### src/sv/tcw_pkg.sv
// Package for the text console writer: item structs, kind codes, glyph codes
// and default geometry. No dependencies; used by every file of the block.
package tcw_pkg;

  localparam int COLS_DEF = 80;
  localparam int ROWS_DEF = 25;

  localparam logic [1:0] KIND_PUT   = 2'd0;
  localparam logic [1:0] KIND_CLEAR = 2'd1;
  localparam logic [1:0] KIND_READ  = 2'd2;

  localparam logic [7:0] GLYPH_NEWLINE = 8'd10;
  localparam logic [7:0] GLYPH_RETURN  = 8'd13;
  localparam logic [7:0] GLYPH_SPACE   = 8'h20;

  localparam logic [7:0] ATTR_RESET = 8'h0F;

  localparam int OUT_ROW_W = 5;
  localparam int OUT_COL_W = 7;

  typedef struct packed {
    logic [1:0] kind;
    logic [7:0] char_code;
    logic [4:0] read_row;
    logic [6:0] read_col;
  } in_item_t;

  typedef struct packed {
    logic [4:0]  cursor_row;
    logic [6:0]  cursor_col;
    logic [15:0] cell_value;
    logic        scrolled;
    logic        dropped;
  } out_item_t;

endpackage

### src/sv/tcw_cursor_step.sv
// Cursor advance for one put-character item: newline, return, wrap, scroll.
// Depends on tcw_pkg for glyph codes.
module tcw_cursor_step #(
  parameter int COLS = tcw_pkg::COLS_DEF,
  parameter int ROWS = tcw_pkg::ROWS_DEF,
  localparam int RW = $clog2(ROWS),
  localparam int CW = $clog2(COLS)
) (
  input  logic [7:0]    ch,
  input  logic [RW-1:0] row_i,
  input  logic [CW-1:0] col_i,
  output logic [RW-1:0] row_o,
  output logic [CW-1:0] col_o,
  output logic          store_o,
  output logic          scroll_o
);

  logic [CW:0] col_inc;
  logic [RW:0] row_new;

  always_comb begin
    col_inc  = {1'b0, col_i} + (CW+1)'(1);
    row_new  = {1'b0, row_i};
    col_o    = col_i;
    store_o  = 1'b0;
    if (ch == tcw_pkg::GLYPH_NEWLINE) begin
      col_o   = '0;
      row_new = {1'b0, row_i} + (RW+1)'(1);
    end else if (ch == tcw_pkg::GLYPH_RETURN) begin
      col_o = '0;
    end else begin
      store_o = 1'b1;
      if (col_inc == (CW+1)'(COLS)) begin
        col_o   = '0;
        row_new = {1'b0, row_i} + (RW+1)'(1);
      end else begin
        col_o = col_inc[CW-1:0];
      end
    end
    // stepping past the bottom row scrolls; cursor stays on the bottom row
    scroll_o = (row_new == (RW+1)'(ROWS));
    row_o    = scroll_o ? RW'(ROWS - 1) : row_new[RW-1:0];
  end

endmodule

### config.mk
export PLATFORM = sky130hd
export DESIGN_NAME = tcw_cursor_step
export DESIGN_NICKNAME = d
export VERILOG_FILES = /design/src/sv/tcw_pkg.sv /design/src/sv/tcw_cursor_step.sv
export SDC_FILE = /design/constraint.sdc
export NUM_CORES = 1
export LEC_CHECK = 0
export BUFFER_PORTS_ARGS = -buffer_cell sky130_fd_sc_hd__buf_2
export CAP_MARGIN = 15
export CORE_AREA = 4 4 41 43
export DETAILED_ROUTE_END_ITERATION = 8
export DIE_AREA = 0 0 45 47
export PLACE_DENSITY = 0.69
export SLEW_MARGIN = 20
export SYNTH_ARGS = -nofsm -noshare
export SYNTH_HDL_FRONTEND = slang
export SYNTH_SLANG_ARGS = --single-unit
### constraint.sdc
create_clock -name vclk -period 5.9
set_input_delay 1.18 -clock vclk [all_inputs]
set_output_delay 1.18 -clock vclk [all_outputs]
set_load 0.005 [all_outputs]
==> summary.txt <==
Global route
  – Largest net degree at the start of global routing: 7
  – Vias in the first global route: ~490
  – Total Routing Usage GR: 11.3%
  – Antenna violations before repair: 0
  – Remaining Overflow, GRT: 0
  – First-pass GRT wire length: 1930 µm

Clock tree
  – # Post-CTS Setup Buffers: 0
  – Post-CTS sizing: 0
  – Hold buffers post-CTS: 0

Finish
  – Seq cells: 0
  – Post-layout util: roughly 50%
  – N_diodes: 0
  – Post-route cell area: ~650 µm²
  – Share of cells above drive strength 1: 43.6%
  – Final net count: between 100 and 150
  – Synth-to-layout area growth: 40.8%
  – Layout Cells excl Fill: around 110
  – Filler instances: approximately 140
  – FF+latch area: 0 µm²
  – Layout clock buffers: 0

Detailed routing
  – Length of routed wiring on met1: 495 µm
  – Iteration-0 DRC Markers: 5
  – Drt via density: 4.96
  – Drt first pass iters: 2
  – Uppermost layer routed: met3
  – DRT antenna net count: 0
  – DR WL met3: 116 µm
  – Vias: roughly 540
  – Drc violations: 0
  – Final WL: between 1000 and 1500 µm
  – Per-cell routed wire length: roughly 11 µm
  – DR WL met2: roughly 540 µm

Worst hold path
  – HP Class: in -> out

STA
  – Fmax: approximately 230 MHz
  – Part of the cycle the worst path needs: approximately 72%
  – Final setup viols: 0
  – Final Hold Fails: 0
  – Final hold slack: around 2.6 ns
  – Post-layout min period: around 4.3 ns
  – Worst-Margin Slew: between 0.6 and 0.7 ns
  – Slew HR: roughly 58%
  – RSZ-0062 raised after global routing: false
  – Max Transition Viols Final: 0
  – Worst setup margin: roughly 1.6 ns
  – Sum Neg Setup Slack: 0 ns

Setup path
  – Worst EP required: roughly 4.7 ns
  – Critical-path maximum fanout: 5
  – CP Class: in -> out
  – CP startpoint kind: input pin
  – Crit-path most repeated cell: buf_2
  – Slowest CP cell: or3_1
  – Critical path endpoint category: primary output
  – Crit path DAT: 3.08 ns
  – Cell Chain, Critical Path: buf_2, ha_1, nand3_1, or3_1, a221oi_4, a31o_4, mux2_4, buf_2
  – Crit path largest cell delay: approximately 0.42 ns

Power and ir drop
  – Switch share: about half
  – Sequential power share: 0%
  – Power Internal: roughly 0.017 mW
  – Worst vdd ir: ~0.024 mV
  – Comb pwr share: 100.0%
  – Clk pwr share: 0%
  – Total Power: around 0.033 mW
  – Leak: ~0.31 nW
  – Net Sw Power: 0.0161 mW
  – Pwr Density: 51.4 mW/mm²

Job
  – Max-capacitance violation count: 0

Place
  – Placed cells: between 100 and 150
  – DP Area: about 650 µm²
  – I/O Buffers: 34
  – Worst Setup Slack post-DPL: 1.63 ns
  – Post-DP HPWL: slightly above 1000 µm
  – Routability congestion estimate: ~0.8

Floorplanning
  – Die width: about 45 µm
  – Die Span Y: ~47 µm
  – Core ar.: approximately 0.0013 mm²
  – Starting Density: 35.6%
  – Die ar.: around 0.0021 mm²
  – I/O pins: 34
  – Row cnt: 13

Run status
  – Status: completed

Synthesis
  – Yosys top cell by area: xnor2_1
  – Syn_nets: 83
  – Seq/Total Area, Yosys: 0%
  – Post-Syn Area: about 460 µm²
  – Mapped Cells: 60
  – Ys Warns: 0
  – Mean Syn Cell Area: 7.72 µm²
  – Top cell type's share of synthesized area: between 10% and 20%
  – Post-synth cell types: 26
  – Dominant cells by area after synthesis: xnor2_1 11%, ha_1 8.1%, mux2_4 6.5%
[cell usage after synthesis, types with 2 or more instances]
cell type and instances:
xor2_1 2, nand3b_1 3, nand3_1 2, a41oi_1 3
nand2b_1 4, and3_1 4, mux2i_1 2, and2_1 3
inv_1 2, nor2_1 7, nand2_1 3, mux2_4 2
o21ai_0 2, ha_1 3, nor3_1 2, xnor2_1 6
[final cells by class]
| class | instances | area (µm²) | share of cell area (%) |
|---|---|---|---|
| multi-input cells | 58 | 455 | 69.9 |
| repair buffers | 34 | 170 | 26.1 |
| well taps | 15 | 18.8 | 2.88 |
| inverters | 2 | 7.51 | 1.15 |
[worst max-delay path, delay by kind of cell]
kind                       cells  cell delay [ns]
muxes                          1             0.29
and+or+nand+nor                2             0.55
AOI/OAI and AO/OA              2             0.61
buffers and inverters          2             0.23
adders and majority gates      1             0.21
[cell usage in the layout (no fill, tap or decap), types with 2 or more instances in the layout]
cell | Yosys | final
mux2i_1 | 2 | 2
nand3b_1 | 3 | 3
nor3_1 | 2 | 2
buf_2 | 0 | 34
xnor2_1 | 6 | 6
o21ai_0 | 2 | 2
nand2_1 | 3 | 3
and2_1 | 3 | 3
inv_1 | 2 | 2
nand3_1 | 2 | 2
mux2_4 | 2 | 2
nor2_1 | 7 | 7
and3_1 | 4 | 4
nand2b_1 | 4 | 4
a41oi_1 | 3 | 3
xor2_1 | 2 | 2
ha_1 | 3 | 3
[power by group through the flow]
stage	clock, mW	sequential, mW	combinational, mW
2_1_floorplan	0	0	0.0165
3_3_place_gp	0	0	0.0334
3_5_place_dp	0	0	0.0337
4_1_cts	0	0	0.0340
5_1_grt	0	0	0.0380
6_report	0	0	0.0335
[layer usage]
layer / GRT usage [%] / up-vias
met5: 0 / -
met4: 0 / 0
met3: 0.766 / 0
met2: 22.0 / 23
met1: 14.2 / 228
li1: - / 290
[logic make-up after synthesis]
logic type	Yosys count	synth area share, %
compound gates	10	21.6
mux	4	10.8
xor+xnor	8	15.1
fa+ha+maj	3	8.11
buf+inv	2	1.62
simple gates	33	42.7
[path summary, 6_finish.rpt]
| kind | cells past startpoint | startpoint | endpoint |
|---|---|---|---|
| max | 8 | col_i[0] | scroll_o |
| min | 3 | col_i[0] | col_o[0] |
(Power assumes the default switching activity.)
